$ cat config.mk
export PLATFORM = sky130hd
export DESIGN_NAME = pidtp_ctrl
export DESIGN_NICKNAME = d
export VERILOG_FILES = /design/src/design/pidtp_pkg.sv /design/src/design/pidtp_ctrl.sv
export SDC_FILE = /design/constraint.sdc
export NUM_CORES = 1
export LEC_CHECK = 0
export BUFFER_PORTS_ARGS = -buffer_cell sky130_fd_sc_hd__buf_4
export CORE_AREA = 2 2 39 41
export DETAILED_ROUTE_END_ITERATION = 10
export DIE_AREA = 0 0 41 43
export PLACE_DENSITY = 0.3
export SYNTH_ARGS = -nofsm -noshare
export SYNTH_HDL_FRONTEND = slang
export SYNTH_SLANG_ARGS = --single-unit
$ cat constraint.sdc
create_clock -name clk -period 0.9 [get_ports clk]
set_input_delay 0.045 -clock clk [delete_from_list [all_inputs] [get_ports clk]]
set_output_delay 0.045 -clock clk [all_outputs]
set_load 0.02 [all_outputs]
$ cat src/design/pidtp_pkg.sv
// Package: shared types and constants for the per-ID execution time profiler.
`timescale 1ns / 1ps
`default_nettype none
package pidtp_pkg;

	localparam int NUM_RECORDS = 32;
	localparam int TIMER_BITS  = 32;
	localparam int IDX_W       = (NUM_RECORDS > 1) ? $clog2(NUM_RECORDS) : 1;
	localparam logic [31:0] TIMER_MASK = 32'((64'd1 << TIMER_BITS) - 64'd1);
	localparam int CFG_IDX_W   = 1;

	typedef enum logic [1:0] {
		FN_START = 2'd0,
		FN_STOP  = 2'd1,
		FN_READ  = 2'd2,
		FN_CLEAR = 2'd3
	} func_e;

	typedef enum logic [CFG_IDX_W-1:0] {
		REG_COUNT_DOWN = 1'b0,
		REG_TIMER_TOP  = 1'b1
	} cfg_reg_e;

	typedef enum logic [1:0] {
		ST_IDLE,
		ST_CALC,
		ST_UPDATE
	} ctrl_state_e;

	typedef struct packed {
		func_e       func;
		logic [4:0]  entry_id;
		logic [31:0] timestamp;
	} in_beat_t;

	typedef struct packed {
		logic [31:0] elapsed;
		logic [63:0] total_ticks;
		logic [31:0] longest;
		logic [31:0] shortest;
		logic [31:0] stop_count;
	} out_beat_t;

	typedef struct packed {
		logic [31:0] stamp;
		logic [63:0] sum;
		logic [31:0] longest;
		logic [31:0] shortest;
		logic [31:0] stops;
	} record_t;

	typedef struct packed {
		logic count_down;
		logic [31:0] timer_top;
	} cfg_t;

	typedef struct packed {
		logic capture;
		logic calc;
		logic update;
	} dp_cmd_t;

endpackage
`default_nettype wire

$ cat src/design/pidtp_ctrl.sv
// Controller: sequences capture, elapsed calculation and record update per beat.
`timescale 1ns / 1ps
`default_nettype none
module pidtp_ctrl
	import pidtp_pkg::*;
(
	input  wire logic clk,
	input  wire logic arst_n,
	input  wire logic in_valid,
	output logic      in_stall,
	output logic      out_valid,
	input  wire logic out_stall,
	output dp_cmd_t   cmd
);

	ctrl_state_e state_q, state_d;
	logic        out_full_q, out_full_d;

	always_ff @(posedge clk or negedge arst_n) begin
		if (!arst_n) begin
			state_q    <= ST_IDLE;
			out_full_q <= 1'b0;
		end else begin
			state_q    <= state_d;
			out_full_q <= out_full_d;
		end
	end

	always_comb begin
		state_d     = state_q;
		cmd         = '0;
		in_stall    = 1'b1;
		out_full_d  = out_full_q && out_stall;
		unique case (state_q)
			ST_IDLE: begin
				in_stall = 1'b0;
				if (in_valid) begin
					cmd.capture = 1'b1;
					state_d     = ST_CALC;
				end
			end
			ST_CALC: begin
				cmd.calc = 1'b1;
				state_d  = ST_UPDATE;
			end
			ST_UPDATE: begin
				if (!out_full_q || !out_stall) begin
					cmd.update = 1'b1;
					out_full_d = 1'b1;
					state_d    = ST_IDLE;
				end
			end
			default: state_d = ST_IDLE;
		endcase
	end

	assign out_valid = out_full_q;

endmodule
`default_nettype wire

; Yosys cells after proc, flatten, opt, wreduce, memory -nomap -nowiden
; Cells that the tools add are included.
[totals]
reg_bits = 3
output_inout_bits = 5
inputBits = 4
[classes]
reduce_logical = 6
mux = 11
n_eq_ne = 4
[op_table]
columns = operator, count
row1 = two-way mux 1 bit, 8
row2 = case mux 2 bit (3 select lines), 1
row3 = two-way mux 2 bit, 2
row4 = "!= test 2 bit, second input constant", 2
row5 = "equality test 2 x 1 -> 1 bit, second input constant", 1
row6 = "equality test 2 bit, second input constant", 1
row7 = logical NOT 1 bit, 2
row8 = logical NOT 2 bit, 1
row9 = AND reduction 2 bit, 1
row10 = logical AND 1 bit, 1
row11 = logical OR 1 bit, 1

; Depth between registers and ports, before layout
; Gate-level depths: netlist of the first run.
[logic_depth]
depth_word = 4
mapped_depth = 2

; Least setup slack after synthesis of the first run
; Ideal clock, no wire load.
[synth_timing]
path_kind = reg-to-output
startpoint = reg state_q[0]
endpoint = out cmd[2] (netlist name)
path_buffers = 0
path_stages_with_launch = 3
arrival_ns = 0.999
setup_slack_ns = -0.144
cell_sequence = dfrtp_1 or2_1 nor2_1
[synth_rtl]
columns = element, line_no
row1 = start: declaration, pidtp_ctrl.sv:16  ; ctrl_state_e state_q, state_d;
row2 = start signal: assignment, pidtp_ctrl.sv:24  ; state_q <= state_d;
row3 = end: declaration, pidtp_ctrl.sv:13  ; output dp_cmd_t cmd

==> results.sh, run 1 <==
export IMPL_ant_nets=0
export IMPL_drv_slew=0
export IMPL_nets=33
export IMPL_critPathArrivalTime_ns=1.07
export IMPL_drtIter0Drc=0
export IMPL_final_common_cell="buf_4"
export IMPL_drc=0
export IMPL_crit_slowest_cell="dfrtp_1"
export IMPL_layout_common_cells="buf_4, clkbuf_4, dfrtp_1, nand2_1, buf_6"
export IMPL_crit_family="flip-flops"
export IMPL_area_growth_pct=121
export IMPL_setup_slack_ns=-0.210
export IMPL_diodes=0
export IMPL_synth_distinct_cells=10
export IMPL_tns_ns=-0.657
export IMPL_viasPerCell=3.14
export IMPL_final_hold_violation_count=0
export IMPL_sw_frac_of_total_pct=35.2
export IMPL_die_area_um2=1760
export IMPL_io_pins=9
export IMPL_period_minus_slack_ns=1.11
export IMPL_ir_drop_mv=1.04
export IMPL_outcome="complete, but fails checks"
export IMPL_initial_core_util_pct=9.58
export IMPL_fmax_ghz=0.901
export IMPL_p_clk_share_pct=26.1
export IMPL_p_leak_uw=0.000145
export IMPL_path_buf_inv=1
export IMPL_grt_pass1_vias=151
export IMPL_routedWlPerCell_um=7.75
export IMPL_fin_util_pct=21.2
export IMPL_grt_start_max_net_pins=4
export IMPL_wirelength_um=341
export IMPL_grt_pass1_wl_um=510
export IMPL_p_comb_share_pct=49.9
export IMPL_violations="setup timing"
export IMPL_path_clk_slew_ns=0.04
export IMPL_fin_skew_ns=0.00127
export IMPL_syn_area_um2=133
export IMPL_cp_required_ns=0.85
export IMPL_drv_cap=0
export IMPL_ys_seq_elements=3
export IMPL_cts_tree="done"
export IMPL_dr_total_vias=138
export IMPL_seqPwrFrac_pct=24.0
export IMPL_path_max_fanout=3
export IMPL_die_y_um=43
export IMPL_cp_start_kind="register"
export IMPL_setup_violations=4
export IMPL_critPathKind="reg -> out"
export IMPL_synth_seq_area_share_pct=56.6
export IMPL_crit_path_max_incr_delay_ns=0.38
export IMPL_overflow=0
export IMPL_post_dp_hpwl_um=258
export IMPL_power_total_uw=878
export IMPL_layout_drive_gt1_share_pct=64.3
export IMPL_relSlewSlack_pct=91.9
export IMPL_core_area_um2=1380
export IMPL_worstPathCellList="or2_4, nor2_4, buf_6"
export IMPL_clock_sinks=3
export IMPL_hp_class="in -> reg"
export IMPL_worstSetupEndpointType="output port"
export IMPL_antenna_found_initial=0
export IMPL_die_x_um=41
export IMPL_htreeDepth=1
export IMPL_cts_root_buf="clkbuf_4"
export IMPL_grt_total_usage_pct=4.63
export IMPL_syn_avg_cell_area_um2=9.47
export IMPL_clkLatencyLatePin_ns=0.23
export IMPL_rows=14
export IMPL_pre_cts_slack_ns=0.0182
export IMPL_cts_buffers=3
export IMPL_internal_power_uw=570
export IMPL_port_buffer_count=8
export IMPL_routabilityCongestion=0.550
export IMPL_ys_warn_count=0
export IMPL_power_switching_uw=309
export IMPL_clockBufferDepth=2
export IMPL_tightestPinTransition_ns=0.121
export IMPL_power_density_nw_per_um2=3000
export IMPL_syn_inst=14
export IMPL_hold_slack_ns=0.0539
export IMPL_drt_pass1_iter_count=1
export IMPL_period_share_pct=123
export IMPL_syn_num_nets=18
export IMPL_rsz0062_at_grt="true"
power groups by stage:
stage               logic (uW)  registers [uW]  clock network [uW]
finish                     438             210                 230
global placement           362             209                   0
global route               468             217                 256
detailed placement         364             211                   0
floorplan                  197             232                   0
CTS                        444             211                 244
cell families (layout without fill, tap and decap cells):
logic type,count (synthesis),in the layout,synth area share (%)
simple gates,7,7,25.5
buf+inv,2,16,8.49
compound gates,2,2,9.43
flops,3,3,56.6
area by class of cell:
cell class,count,area [um^2]
clock buffer,4,26.3
tap,16,20.0
timing repair buffer,11,92.6
sequential,3,75.1
fill,156,1090
inverter,1,3.75
multi-input combinational,9,75.1
worst reg2reg max path, stage by stage, from the launching register on:
cell and delay [ns]:
dfrtp_1 0.36, buf_4 0.15, nand2b_4 0.07, buf_4 0.10, o21bai_1 0.06
metal layers:
metal	GRT usage [%]	vias to the layer above	share of wire, %
met5	0	-	0
met4	4.00	0	0
met3	3.66	0	18
met2	5.94	9	39
met1	4.53	58	43
li1	-	71	-
stage by stage:
step / instances / cell area, um^2
final: 44 / 293
after global routing: 44 / 293
after CTS: 44 / 293
after detailed placement: 38 / 226
after global placement: 38 / 226
after floorplan: 14 / 146
flip-flops by register name (all words and copies together) (netlist names):
name	flops
state_q	2
out_valid	1
synth_stat cells:
cell type	count	area share, %
nand2b_1	1	4.7
inv_1	1	2.8
nor2_1	2	5.7
o21bai_1	1	5.7
nand2_1	2	5.7
buf_4	1	5.7
nor2b_1	1	4.7
a21oi_1	1	3.8
or2_1	1	4.7
dfrtp_1	3	57
final timing paths:
check	depth (start not counted)	slack (ns)	start	endpoint
max	3	-0.21	state_q[0]	cmd[2]
min in group asynchronous	2	0.14	arst_n	state_q[1]
max reg2reg	4	0.03	state_q[1]	state_q[1]
min reg2reg	2	0.55	out_valid	out_valid
min	3	0.05	out_stall	out_valid
max in group asynchronous	2	0.66	arst_n	state_q[0]
what timing repair did:
action                                 in CTS  in global routing
hold buffers                                1                  0
endpoints found under the hold margin       3                  0
setup endpoints to repair                   4                  5
pin swaps                                   1                  0
setup buffers                               1                  0
gates resized for setup                     5                  0
Power figures use the tool's default switching activity.
==> inputs of run 2 (changes only) <==
Settings changed: PLACE_DENSITY 0.3 to not set, SKIP_LAST_GASP set to 1, TNS_END_PERCENT set to 50.
==> results.sh, run 2 (synthesized netlist as in run 1, its figures left out) <==
export IMPL_ant_nets=0
export IMPL_setup_violations=4
export IMPL_area_growth_pct=95.3
export IMPL_drt_pass1_iter_count=1
export IMPL_drv_cap=0
export IMPL_core_area_um2=1380
export IMPL_routedWlPerCell_um=6.12
export IMPL_clockBufferDepth=2
export IMPL_seqPwrFrac_pct=27.0
export IMPL_tns_ns=-0.610
export IMPL_internal_power_uw=506
export IMPL_period_minus_slack_ns=1.11
export IMPL_hp_class="in -> reg"
export IMPL_r2r_slack_ns=0.11
export IMPL_power_density_nw_per_um2=3010
export IMPL_post_dp_hpwl_um=199
export IMPL_final_hold_violation_count=0
export IMPL_largest_register_ffs=2
export IMPL_ir_drop_mv=0.455
export IMPL_tightestPinTransition_ns=0.129
export IMPL_io_pins=9
export IMPL_path_clk_slew_ns=0.04
export IMPL_routabilityCongestion=0.455
export IMPL_die_x_um=41
export IMPL_outcome="complete, but fails checks"
export IMPL_fin_util_pct=18.7
export IMPL_worstSetupEndpointType="output port"
export IMPL_pre_cts_slack_ns=0.0221
export IMPL_grt_start_max_net_pins=4
export IMPL_cp_start_kind="register"
export IMPL_drv_slew=0
export IMPL_setup_slack_ns=-0.205
export IMPL_clock_sinks=3
export IMPL_initial_core_util_pct=9.58
export IMPL_grt_total_usage_pct=4.23
export IMPL_hold_slack_ns=0.0553
export IMPL_rsz0062_at_grt="true"
export IMPL_grt_pass1_wl_um=372
export IMPL_clkLatencyLatePin_ns=0.23
export IMPL_regMostFlops="state_q"
export IMPL_cp_required_ns=0.85
export IMPL_relSlewSlack_pct=91.4
export IMPL_diodes=0
export IMPL_p_comb_share_pct=44.0
export IMPL_p_clk_share_pct=29.1
export IMPL_rows=14
export IMPL_drc=0
export IMPL_power_total_uw=781
export IMPL_cts_root_buf="clkbuf_4"
export IMPL_cts_buffers=3
export IMPL_die_y_um=43
export IMPL_wirelength_um=257
export IMPL_fin_skew_ns=0.000400
export IMPL_power_switching_uw=274
export IMPL_viasPerCell=2.90
export IMPL_period_share_pct=123
export IMPL_violations="setup timing"
export IMPL_die_area_um2=1760
export IMPL_critPathKind="reg -> out"
export IMPL_sw_frac_of_total_pct=35.1
export IMPL_htreeDepth=1
export IMPL_critPathArrivalTime_ns=1.06
export IMPL_grt_pass1_vias=122
export IMPL_final_common_cell="buf_4"
export IMPL_drtIter0Drc=0
export IMPL_nets=31
export IMPL_dr_total_vias=122
export IMPL_cts_tree="done"
export IMPL_port_buffer_count=8
export IMPL_layout_common_cells="buf_4, clkbuf_4, dfrtp_1, nand2_1"
export IMPL_path_max_fanout=3
export IMPL_fmax_ghz=0.905
export IMPL_antenna_found_initial=0
export IMPL_layout_drive_gt1_share_pct=53.8
export IMPL_overflow=0
export IMPL_p_leak_uw=0.000128
export IMPL_fillers=153
-- run 2: final timing paths --
path	startpoint	end	cells past startpoint
hold / removal	out_stall	out_valid	3
max in group asynchronous	arst_n	state_q[0]	2
hold reg to reg	out_valid	out_valid	2
min in group asynchronous	arst_n	state_q[1]	2
setup reg to reg	state_q[0]	state_q[0]	2
setup / recovery	state_q[0]	cmd[2]	3
-- run 2: power by group through the flow --
stage / Sequential [uW] / Combinational (uW) / Clock (uW)
floorplan: 229 / 193 / 0
global placement: 207 / 331 / 0
detailed placement: 208 / 331 / 0
CTS: 207 / 343 / 238
global route: 214 / 370 / 247
finish: 210 / 343 / 227
-- run 2: timing repair --
item | CTS | global route
hold buffers | 1 | 0
endpoints found under the setup margin | 4 | 4
gates resized for setup | 1 | 1
hold endpoints to repair | 3 | 0
buffers inserted | 0 | 0
-- run 2: per-stage QoR --
stage	std cells	instance area, um^2
3_3_place_gp	37	215
3_5_place_dp	37	215
2_1_floorplan	14	143
4_1_cts	42	255
5_1_grt	42	259
6_report	42	259
-- run 2: routing by layer --
layer / share of wire (%) / global-route usage, %
met1: 37 / 2.27
met2: 42 / 4.38
met3: 20 / 6.28
met4: 0 / 6.00
met5: 0 / 0
-- run 2: final cells by class --
| class | count | area [um^2] | area share, % |
|---|---|---|---|
| multi-input combinational | 9 | 60.1 | 23.2 |
| inverter | 1 | 3.75 | 1.45 |
| tap | 16 | 20.0 | 7.73 |
| timing repair buffer | 9 | 73.8 | 28.5 |
| sequential | 3 | 75.1 | 29.0 |
| clock buffer | 4 | 26.3 | 10.1 |
-- run 2: critical path, stage by stage, from the launching register on --
cell and delay [ns]:
dfrtp_1 0.37, or2_4 0.27, nor2_4 0.08, buf_6 0.11
