===== src/design/pidtp_pkg.sv =====
// Package: shared types and constants for the per-ID execution time profiler.
`timescale 1ns / 1ps
`default_nettype none
package pidtp_pkg;

	localparam int NUM_RECORDS = 32;
	localparam int TIMER_BITS  = 32;
	localparam int IDX_W       = (NUM_RECORDS > 1) ? $clog2(NUM_RECORDS) : 1;
	localparam logic [31:0] TIMER_MASK = 32'((64'd1 << TIMER_BITS) - 64'd1);
	localparam int CFG_IDX_W   = 1;

	typedef enum logic [1:0] {
		FN_START = 2'd0,
		FN_STOP  = 2'd1,
		FN_READ  = 2'd2,
		FN_CLEAR = 2'd3
	} func_e;

	typedef enum logic [CFG_IDX_W-1:0] {
		REG_COUNT_DOWN = 1'b0,
		REG_TIMER_TOP  = 1'b1
	} cfg_reg_e;

	typedef enum logic [1:0] {
		ST_IDLE,
		ST_CALC,
		ST_UPDATE
	} ctrl_state_e;

	typedef struct packed {
		func_e       func;
		logic [4:0]  entry_id;
		logic [31:0] timestamp;
	} in_beat_t;

	typedef struct packed {
		logic [31:0] elapsed;
		logic [63:0] total_ticks;
		logic [31:0] longest;
		logic [31:0] shortest;
		logic [31:0] stop_count;
	} out_beat_t;

	typedef struct packed {
		logic [31:0] stamp;
		logic [63:0] sum;
		logic [31:0] longest;
		logic [31:0] shortest;
		logic [31:0] stops;
	} record_t;

	typedef struct packed {
		logic count_down;
		logic [31:0] timer_top;
	} cfg_t;

	typedef struct packed {
		logic capture;
		logic calc;
		logic update;
	} dp_cmd_t;

endpackage
`default_nettype wire


===== src/design/pidtp_cfg.sv =====
// Configuration registers: timer direction and timer top value.
`timescale 1ns / 1ps
`default_nettype none
module pidtp_cfg
	import pidtp_pkg::*;
(
	input  wire logic                 clk,
	input  wire logic                 arst_n,
	input  wire logic                 cfg_valid,
	input  wire logic [CFG_IDX_W-1:0] cfg_index,
	input  wire logic [31:0]          cfg_data,
	output cfg_t                      cfg
);

	logic        count_down_q;
	logic [31:0] timer_top_q;

	always_ff @(posedge clk or negedge arst_n) begin
		if (!arst_n) begin
			count_down_q <= 1'b0;
			timer_top_q  <= 32'hFFFF_FFFF;
		end else if (cfg_valid) begin
			unique case (cfg_reg_e'(cfg_index))
				REG_COUNT_DOWN: count_down_q <= cfg_data[0];
				REG_TIMER_TOP:  timer_top_q  <= cfg_data;
				default: ;
			endcase
		end
	end

	assign cfg.count_down = count_down_q;
	assign cfg.timer_top  = timer_top_q & TIMER_MASK;

endmodule
`default_nettype wire


===== config.mk =====
export PLATFORM = sky130hd
export DESIGN_NAME = pidtp_cfg
export DESIGN_NICKNAME = d
export VERILOG_FILES = /design/src/design/pidtp_pkg.sv /design/src/design/pidtp_cfg.sv
export SDC_FILE = /design/constraint.sdc
export NUM_CORES = 1
export LEC_CHECK = 0
export ABC_AREA = 1
export BUFFER_PORTS_ARGS = -buffer_cell sky130_fd_sc_hd__buf_4
export CAP_MARGIN = 20
export CORE_UTILIZATION = 49
export DETAILED_ROUTE_END_ITERATION = 8
export PLACE_DENSITY = 0.84
export SLEW_MARGIN = 20
export SYNTH_ARGS = -nofsm -noshare
export SYNTH_HDL_FRONTEND = slang
export SYNTH_SLANG_ARGS = --single-unit

===== constraint.sdc =====
create_clock -name clk -period 2 [get_ports clk]
set_clock_uncertainty 0.05 [all_clocks]
set_input_delay 0.2 -clock clk [delete_from_list [all_inputs] [get_ports clk]]
set_output_delay 0.2 -clock clk [all_outputs]
set_load 0.1 [all_outputs]

Yosys cells after proc, flatten, opt, wreduce, memory -nomap -nowiden

Cells that the tools add are included.
Widths: inputs -> output; s select.

Word-level logic and storage cells: 5
Bits in latches: 0
Memories: 0
Bits in writable memories: 0
Register bits: 33
Output and inout bits: 33
Input bits: 36
Memory bits (read-only): 0

$add $sub $neg: 0
Order comparisons: 0
Mux-type cells: 0
Divide/modulo/power cells: 0
Reductions and logical operators: 2
Shifts and indexed selects: 0
Bitwise operators: 1
Multipliers: 0
Equality and inequality tests: 0

Operators by type and width:

| cell             | count |
|---|---|
| $reduce_and 2->1 | 2 |
| $not 1->1        | 1 |

Logic depth before layout (Yosys ltp)

Gate-level depths: netlist of run 1.

Word-level depth: 2
Depth in mapped cells: 5
Depth with buffers taken out: 4

Least setup slack after synthesis of run 1

No wires, ideal clock.

Path kind: register to register
From: register, netlist name timer_top_q[10]
To: register timer_top_q[10]
Cell stages (with the launch flop): 3
Arrival time: 0.993 ns
Period minus slack after synthesis: 1.104 ns
Path buffers: 0
Slack: 0.896 ns
Path through: dfstp_2 > nand2_1 > nand2_1

RTL lines:

| what                 | RTL line        | text |
|---|---|---|
| end signal, assigned | pidtp_cfg.sv:25 | `REG_TIMER_TOP: timer_top_q <= cfg_data;` |
| end, declared        | pidtp_cfg.sv:16 | `logic [31:0] timer_top_q;` |

Worst setup path after layout of run 1

From: register timer_top_q[3]
To: output port cfg[3] (netlist name)

RTL lines:

| what          | RTL line        | text |
|---|---|---|
| end, declared | pidtp_cfg.sv:12 | `output cfg_t cfg` |

No word-level cell between the ends.

==> results.sh, run 1 <==
export IMPL_overflow=0
export IMPL_reg2reg_from="timer_top_q[26]$_DFFE_PN1P_"
export IMPL_drive_above_1_share_pct=55.5
export IMPL_vias_per_cell=4.98
export IMPL_setup_viol=0
export IMPL_pwr_density_cell_nw_per_um2=1130
export IMPL_grt_pass1_wl_mm=5.18
export IMPL_slowest_delay_ns=0.56
export IMPL_grt_util_all_layers_pct=21.5
export IMPL_switching_share_pct=46.5
export IMPL_antennaDiodeCount=0
export IMPL_tns_ns=0
export IMPL_r2r_slack_ns=1.22
export IMPL_dp_cells=234
export IMPL_use_met2_pct=38.6
export IMPL_die_h_um=56.3
export IMPL_synth_cell_types=10
export IMPL_drv_slew=0
export IMPL_whs_endpoint="timer_top_q[18]$_DFFE_PN1P_"
export IMPL_yosysSeqAreaShare_pct=60.0
export IMPL_gp_congestion=0.714
export IMPL_min_period_over_period_pct=70.8
export IMPL_worst_path_buf_inv=1
export IMPL_syn_area_um2=1440
export IMPL_pwr_share_comb_pct=43.9
export IMPL_numCtsBuffers=5
export IMPL_die_w_um=56.3
export IMPL_start_kind="flop"
export IMPL_initial_utilization_pct=51.9
export IMPL_hold_viol=0
export IMPL_cp_arrival_ns=1.17
export IMPL_io_pins=69
export IMPL_grt_max_degree=36
export IMPL_final_cell_mix="68 x buf_4, 57 x nand2_1, 33 x nand3_1, 32 x dfstp_2, 10 x nand2_2"
export IMPL_critPathTopFamily="flip-flops"
export IMPL_drt_pre_antenna_iters=4
export IMPL_cts_root_buffer="clkbuf_4"
export IMPL_fin_crit_ns=1.42
export IMPL_dp_worst_setup_slack_ns=0.888
export IMPL_stdcell_area_um2=1950
export IMPL_leakage_uw=0.00101
export IMPL_ys_ff_latch=33
export IMPL_final_cells=242
export IMPL_rows=19
export IMPL_power_share_sequential_pct=39.4
export IMPL_antenna_found_initial=0
export IMPL_wire_per_inst_um=13.1
export IMPL_ir_worst_vdd_uv=1070
export IMPL_drtIter0Drc=29
export IMPL_status="finished, final reports clean"
export IMPL_cp_num_cells=1
export IMPL_internal_power_uw=1170
export IMPL_busiest_layer="met2"
export IMPL_use_met1_pct=24.3
export IMPL_min_delay_start="cfg_data[18]"
export IMPL_synth_nets=183
export IMPL_die_area_um2=3170
export IMPL_fin_ws_ns=0.584
export IMPL_critPathKind="reg -> out"
export IMPL_clock_path_buffers=2
export IMPL_post_cts_buffers=0
export IMPL_rr_worst_depth=2
export IMPL_cp_cell_sequence="buf_4"
export IMPL_vias=1204
export IMPL_coreArea_um2=2780
export IMPL_hold_path_depth=3
export IMPL_final_common_cell="buf_4"
export IMPL_p_sw_uw=1020
export IMPL_dp_hpwl_mm=2.19
export IMPL_endpoint_kind="output pin"
export IMPL_cts_tree="done"
export IMPL_finalWirelength_mm=3.17
export IMPL_power_clock_fraction_pct=16.8
export IMPL_final_net_count=247
export IMPL_rsz0062_at_grt="false"
export IMPL_crit_path_max_fanout=2
export IMPL_htree_levels=2
export IMPL_cap_violations=0
export IMPL_port_buffers=68
export IMPL_slew_headroom_pct=72.9
export IMPL_ant_nets=0
export IMPL_avgSynthCellArea_um2=9.82
export IMPL_placed_cell_area_um2=1880
export IMPL_clock_fmax_ghz=0.706
export IMPL_worst_path_max_delay_cell="dfstp_2"
export IMPL_yosysWarnings=0
export IMPL_clk_pin_slew_ns=0.09
export IMPL_worst_ep_required_time_ns=1.75
export IMPL_use_met3_pct=5.53
export IMPL_drc=0
export IMPL_clock_sinks=33
export IMPL_worst_slew_pin_slew_ns=0.406
export IMPL_area_growth_pct=34.7
export IMPL_clk_latency_ns=0.32
export IMPL_grt_pass1_vias=1212
export IMPL_syn_inst=147
export IMPL_r2r_end="timer_top_q[26]$_DFFE_PN1P_"
export IMPL_hold_path_class="in -> reg"
-- registers in the layout, indices dropped and copies added, names as in the netlist --
register and count:
count_down_q 1, timer_top_q 32
-- logic make-up after synthesis --
group                  after synthesis  share of synthesized area [%]
buffers and inverters               13                           8.06
DFF                                 33                           60.0
and+or+nand+nor                    101                           32.0
-- repair_timing --
item | in CTS | in global routing
gates resized for setup | 0 | 0
hold endpoints to repair | 1 | 0
hold buffers | 1 | 0
-- worst max path at each step --
stage,from,endpoint,slack [ns]
2_1_floorplan,timer_top_q[10]$_DFFE_PN1P_,timer_top_q[10]$_DFFE_PN1P_,0.90
3_3_place_gp,cfg_valid,timer_top_q[8]$_DFFE_PN1P_,0.94
3_5_place_dp,cfg_valid,timer_top_q[20]$_DFFE_PN1P_,0.89
4_1_cts,timer_top_q[0]$_DFFE_PN1P_,cfg[0],0.57
5_1_grt,timer_top_q[5]$_DFFE_PN1P_,cfg[5],0.54
6_report,timer_top_q[3]$_DFFE_PN1P_,cfg[3],0.58
-- metal layers --
layer | vias up | routed length (um)
met5 | - | 0
met4 | 0 | 33
met3 | 5 | 230
met2 | 60 | 1640
met1 | 547 | 1270
li1 | 592 | -
-- power by group through the flow --
stage               clock (uW)  combinational (uW)  sequential (uW)
finish                     367                 961              862
detailed placement           0                 965              872
CTS                        383                 967              862
global route               401                 995              872
global placement             0                 954              867
floorplan                    0                 148             1500
-- cell usage after synthesis --
master,number,area [um^2]
nand2_8,1,20.0
dfrtp_1,1,25.0
nand3_1,33,165
inv_1,1,3.75
buf_4,7,52.6
buf_6,4,45.0
dfstp_2,32,841
buf_8,1,15.0
nand2_1,57,214
nand2_2,10,62.6
-- stage by stage --
stage	total power, uW	util, %	hold slack (ns)
after floorplan	1640	-	-0.146
after global placement	1820	67.6	0.101
after detailed placement	1840	67.6	0.106
after CTS	2210	70.0	0.0263
after global routing	2270	70.0	0.0358
final	2190	70.0	0.0410
-- final cells by class --
| type | count | area [um^2] |
|---|---|---|
| clock buffer | 7 | 55.1 |
| fill | 227 | 836 |
| sequential | 33 | 866 |
| multi-input combinational | 101 | 462 |
| tap | 31 | 38.8 |
| inverter | 1 | 3.75 |
| timing repair buffer | 69 | 520 |
No activity file was read; power rests on OpenSTA's default activity.
==> inputs of run 2 (changes only) <==
- CORE_UTILIZATION: 49 -> 45
- PLACE_DENSITY: 0.84 -> 0.78
- clock period: 2 -> 1.4 ns (I/O delays scaled with it)
==> results.sh, run 2 (synthesized netlist as in run 1, its figures left out) <==
export IMPL_critPathKind="reg -> out"
export IMPL_grt_max_degree=34
export IMPL_endpoint_kind="output pin"
export IMPL_final_net_count=281
export IMPL_final_cell_mix="70 x buf_4, 57 x nand2_1, 33 x nand3_1, 33 x dlygate4sd3_1, 32 x dfstp_2"
export IMPL_holdWs_ns=0.138
export IMPL_vias=1366
export IMPL_clk_latency_ns=0.31
export IMPL_placed_cell_area_um2=1910
export IMPL_rsz0062_at_grt="false"
export IMPL_port_buffers=68
export IMPL_largest_reg_flops=32
export IMPL_top_regs="timer_top_q (32), count_down_q (1)"
export IMPL_slew_headroom_pct=73.7
export IMPL_grt_pass1_wl_mm=5.79
export IMPL_drt_met1_wl_mm=1.47
export IMPL_grt_pass1_vias=1306
export IMPL_overflow=0
export IMPL_clk_pin_slew_ns=0.09
export IMPL_setup_viol=0
export IMPL_clock_path_buffers=2
export IMPL_cap_violations=0
export IMPL_drv_slew=0
export IMPL_utilization_pct=75.2
export IMPL_leakage_uw=0.00115
export IMPL_worst_path_buf_inv=1
export IMPL_ant_nets=0
export IMPL_clock_fmax_ghz=0.744
export IMPL_worst_path_max_delay_cell="dfstp_2"
export IMPL_drtIter0Drc=55
export IMPL_coreArea_um2=3050
export IMPL_die_h_um=58.6
export IMPL_dp_hpwl_mm=2.09
export IMPL_multi_input_area_um2=462
export IMPL_clock_sinks=33
export IMPL_vias_per_cell=4.73
export IMPL_post_cts_buffers=0
export IMPL_slowest_delay_ns=0.55
export IMPL_regMostFlops="timer_top_q"
export IMPL_htree_levels=2
export IMPL_tns_ns=0
export IMPL_worst_ep_required_time_ns=1.21
export IMPL_antennaDiodeCount=0
export IMPL_pwr_density_cell_nw_per_um2=1390
export IMPL_regArea_um2=866
export IMPL_hold_path_class="in -> reg"
export IMPL_dr_wl_met3_um=170
export IMPL_top_layer="met4"
export IMPL_gp_congestion=0.716
export IMPL_drc=0
export IMPL_grt_util_all_layers_pct=23.2
export IMPL_status="finished, final reports clean"
export IMPL_worst_slew_pin_slew_ns=0.394
export IMPL_io_pins=69
export IMPL_cts_tree="done"
export IMPL_die_w_um=58.6
export IMPL_rows=20
export IMPL_area_growth_pct=59.1
export IMPL_crit_path_max_fanout=2
export IMPL_drive_above_1_share_pct=48.6
export IMPL_stdcell_area_um2=2300
export IMPL_cts_hold_buf=30
export IMPL_wire_per_inst_um=12.7
export IMPL_die_area_um2=3440
export IMPL_numCtsBuffers=5
export IMPL_finalWirelength_mm=3.68
export IMPL_drt_pre_antenna_iters=4
export IMPL_final_common_cell="buf_4"
export IMPL_met2WireLength_mm=1.99
export IMPL_start_kind="flop"
export IMPL_cts_resized=0
export IMPL_hold_viol=0
export IMPL_cts_root_buffer="clkbuf_4"
export IMPL_fin_crit_ns=1.34
export IMPL_initial_utilization_pct=47.3
export IMPL_critPathTopFamily="flip-flops"
export IMPL_min_period_over_period_pct=96.1
export IMPL_cp_cell_sequence="buf_4"
export IMPL_num_fill_cells=217
export IMPL_cp_arrival_ns=1.15
export IMPL_ir_worst_vdd_uv=888
export IMPL_antenna_found_initial=0
-- run 2: changes by cell type in the layout (fill, tap and decap cells not counted), sizes merged --
cell	before	now
buf	68	70
dlygate4sd3	1	33
-- run 2: path summary, 6_finish.rpt --
check	from	to	slack, ns	cells after the start
min in group asynchronous	arst_n	count_down_q$_DFFE_PN0P_	0.25	2
max in group asynchronous	arst_n	timer_top_q[21]$_DFFE_PN1P_	0.74	2
worst min-delay path	cfg_index	timer_top_q[26]$_DFFE_PN1P_	0.14	3
worst max register to register	timer_top_q[14]$_DFFE_PN1P_	timer_top_q[14]$_DFFE_PN1P_	0.61	2
worst min register to register	timer_top_q[0]$_DFFE_PN1P_	timer_top_q[0]$_DFFE_PN1P_	0.41	2
worst max-delay path	timer_top_q[18]$_DFFE_PN1P_	cfg[18]	0.06	1
-- run 2: metrics by stage --
step           setup slack, ns  cells  power [uW]
6_report                0.0552    289        3200
5_1_grt                0.00994    289        3340
4_1_cts                 0.0371    286        3210
3_5_place_dp             0.404    249        2620
3_3_place_gp             0.412    249        2600
2_1_floorplan            0.296    147        2350
-- run 2: final cells by class --
class,count,share of cell area (%)
Timing Repair Buffer,103,37.3
Sequential cell,33,37.7
Inverter,1,0.163
Multi-Input combinational cell,101,20.1
Tap cell,44,2.40
Clock buffer,7,2.40
-- run 2: power by group --
group          leakage (uW)  switching, uW  internal [uW]
Combinational      0.000774           1110            341
Clock             0.0000314            276            237
Sequential         0.000348           75.1           1160
Total               0.00115           1460           1740
-- run 2: per-layer routing --
layer | track usage [%] | vias to the layer above
met5 | 0 | -
met4 | 9.86 | 0
met3 | 6.37 | 6
met2 | 40.7 | 48
met1 | 26.5 | 651
li1 | - | 661
==> inputs of run 3 (changes only) <==
- CELL_PAD_IN_SITES_DETAIL_PLACEMENT: not set -> 1
- CELL_PAD_IN_SITES_GLOBAL_PLACEMENT: not set -> 2
- CORE_UTILIZATION: 45 -> 26
- PLACE_DENSITY: 0.78 -> not set
- PLACE_DENSITY_LB_ADDON: not set -> 0.1
==> results.sh, run 3 (synthesized netlist as in run 1, its figures left out) <==
export IMPL_status="finished, final reports clean"
export IMPL_slowest_delay_ns=0.54
export IMPL_dp_worst_setup_slack_ns=0.396
export IMPL_pwr_density_cell_nw_per_um2=1610
export IMPL_cts_tree="done"
export IMPL_largest_reg_flops=32
export IMPL_port_buffers=68
export IMPL_worst_slew_pin_slew_ns=0.426
export IMPL_wire_per_inst_um=13.3
export IMPL_power_share_sequential_pct=37.5
export IMPL_dp_hpwl_mm=2.63
export IMPL_drv_slew=0
export IMPL_antennaDiodeCount=0
export IMPL_htree_levels=2
export IMPL_crit_path_max_fanout=2
export IMPL_hold_path_class="in -> reg"
export IMPL_r2r_slack_ns=0.63
export IMPL_ir_worst_vdd_uv=572
export IMPL_rows=26
export IMPL_hold_viol=0
export IMPL_whs_endpoint="timer_top_q[13]$_DFFE_PN1P_"
export IMPL_num_fill_cells=625
export IMPL_final_cell_mix="70 x buf_4, 57 x nand2_1, 33 x nand3_1, 32 x dfstp_2, 10 x nand2_2"
export IMPL_initial_utilization_pct=27.6
export IMPL_grt_pass1_wl_mm=6.50
export IMPL_utilization_pct=38.8
export IMPL_antenna_found_initial=0
export IMPL_holdWs_ns=0.0382
export IMPL_pwr_share_comb_pct=42.1
export IMPL_final_common_cell="buf_4"
export IMPL_ant_nets=0
export IMPL_worst_ep_required_time_ns=1.21
export IMPL_rsz0062_at_grt="false"
export IMPL_area_growth_pct=40.9
export IMPL_final_net_count=249
export IMPL_overflow=0
export IMPL_drtIter0Drc=61
export IMPL_clock_path_buffers=2
export IMPL_grt_pass1_vias=1364
export IMPL_fin_ws_ns=0.103
export IMPL_cts_root_buffer="clkbuf_8"
export IMPL_cts_resized=0
export IMPL_coreArea_um2=5240
export IMPL_vias=1241
export IMPL_vias_per_cell=4.37
export IMPL_fin_crit_ns=1.30
export IMPL_clk_pin_slew_ns=0.06
export IMPL_rr_worst_depth=2
export IMPL_internal_power_uw=1800
export IMPL_numCtsBuffers=5
export IMPL_worst_path_max_delay_cell="dfstp_2"
export IMPL_die_area_um2=5860
export IMPL_power_clock_fraction_pct=20.4
export IMPL_critPathKind="reg -> out"
export IMPL_drive_above_1_share_pct=55.1
export IMPL_switching_share_pct=45.3
export IMPL_drt_pre_antenna_iters=4
export IMPL_post_cts_buffers=0
export IMPL_io_pins=69
export IMPL_tns_ns=0
export IMPL_die_h_um=76.5
export IMPL_cts_hold_buf=1
export IMPL_worst_path_buf_inv=1
export IMPL_die_w_um=76.5
export IMPL_leakage_uw=0.00103
export IMPL_cp_arrival_ns=1.11
export IMPL_start_kind="flop"
export IMPL_clock_sinks=33
export IMPL_regMostFlops="timer_top_q"
export IMPL_drc=0
export IMPL_min_delay_start="cfg_data[13]"
export IMPL_gp_congestion=0.721
export IMPL_critPathTopFamily="flip-flops"
export IMPL_slew_headroom_pct=71.6
export IMPL_min_period_over_period_pct=92.6
export IMPL_top_regs="timer_top_q (32), count_down_q (1)"
export IMPL_hold_path_depth=3
export IMPL_finalWirelength_mm=3.77
export IMPL_clk_latency_ns=0.27
export IMPL_endpoint_kind="output pin"
export IMPL_p_sw_uw=1490
export IMPL_clock_fmax_ghz=0.771
export IMPL_grt_max_degree=34
export IMPL_r2r_end="timer_top_q[31]$_DFFE_PN1P_"
export IMPL_cap_violations=0
export IMPL_cp_cell_sequence="buf_4"
export IMPL_setup_viol=0
export IMPL_grt_util_all_layers_pct=14.4
export IMPL_reg2reg_from="timer_top_q[31]$_DFFE_PN1P_"
run 3: cell types whose count changed in the layout (fill, tap and decap cells not counted):
cell / change
clkbuf_4: -5
dlygate4sd3_1: -32
clkbuf_1: +2
clkbuf_8: +4
run 3: metal layers:
| layer | vias up | GRT usage (%) | share of wire [%] | wire [um] |
|---|---|---|---|---|
| li1 | 598 | - | - | - |
| met4 | 0 | 5.96 | 1.6 | 61 |
| met1 | 588 | 15.2 | 39 | 1460 |
| met3 | 6 | 5.75 | 7.6 | 285 |
| met2 | 49 | 25.2 | 52 | 1960 |
| met5 | - | 0 | 0 | 0 |
run 3: worst max-delay path by stage:
stage,from,to,slack [ns],cells past startpoint
floorplan,timer_top_q[10]$_DFFE_PN1P_,timer_top_q[10]$_DFFE_PN1P_,0.30,2
CTS,timer_top_q[31]$_DFFE_PN1P_,cfg[31],0.08,1
detailed placement,timer_top_q[31]$_DFFE_PN1P_,cfg[31],0.40,1
finish,timer_top_q[31]$_DFFE_PN1P_,cfg[31],0.10,1
global route,timer_top_q[2]$_DFFE_PN1P_,cfg[2],0.07,1
global placement,timer_top_q[0]$_DFFE_PN1P_,cfg[0],0.41,1
run 3: power by group through the flow:
stage	clock network (uW)	logic [uW]	registers [uW]
floorplan	0	212	2140
global placement	0	1380	1240
detailed placement	0	1390	1250
CTS	711	1400	1230
global route	749	1440	1250
finish	668	1380	1230
run 3: final cells by class:
class / count / area (um^2) / area share, %
clock buffers: 8 / 80.1 / 3.94
repair buffers: 71 / 536 / 26.3
multi-input cells: 101 / 462 / 22.7
flip-flops and latches: 33 / 866 / 42.6
inverters: 1 / 3.75 / 0.185
well taps: 70 / 87.6 / 4.31
run 3: metrics by stage:
stage / total power (uW) / cells / cell area [um^2]
after floorplan: 2350 / 147 / 1440
after global placement: 2620 / 275 / 1940
after detailed placement: 2640 / 275 / 1940
after CTS: 3340 / 284 / 2030
after global routing: 3440 / 284 / 2030
final: 3280 / 284 / 2030
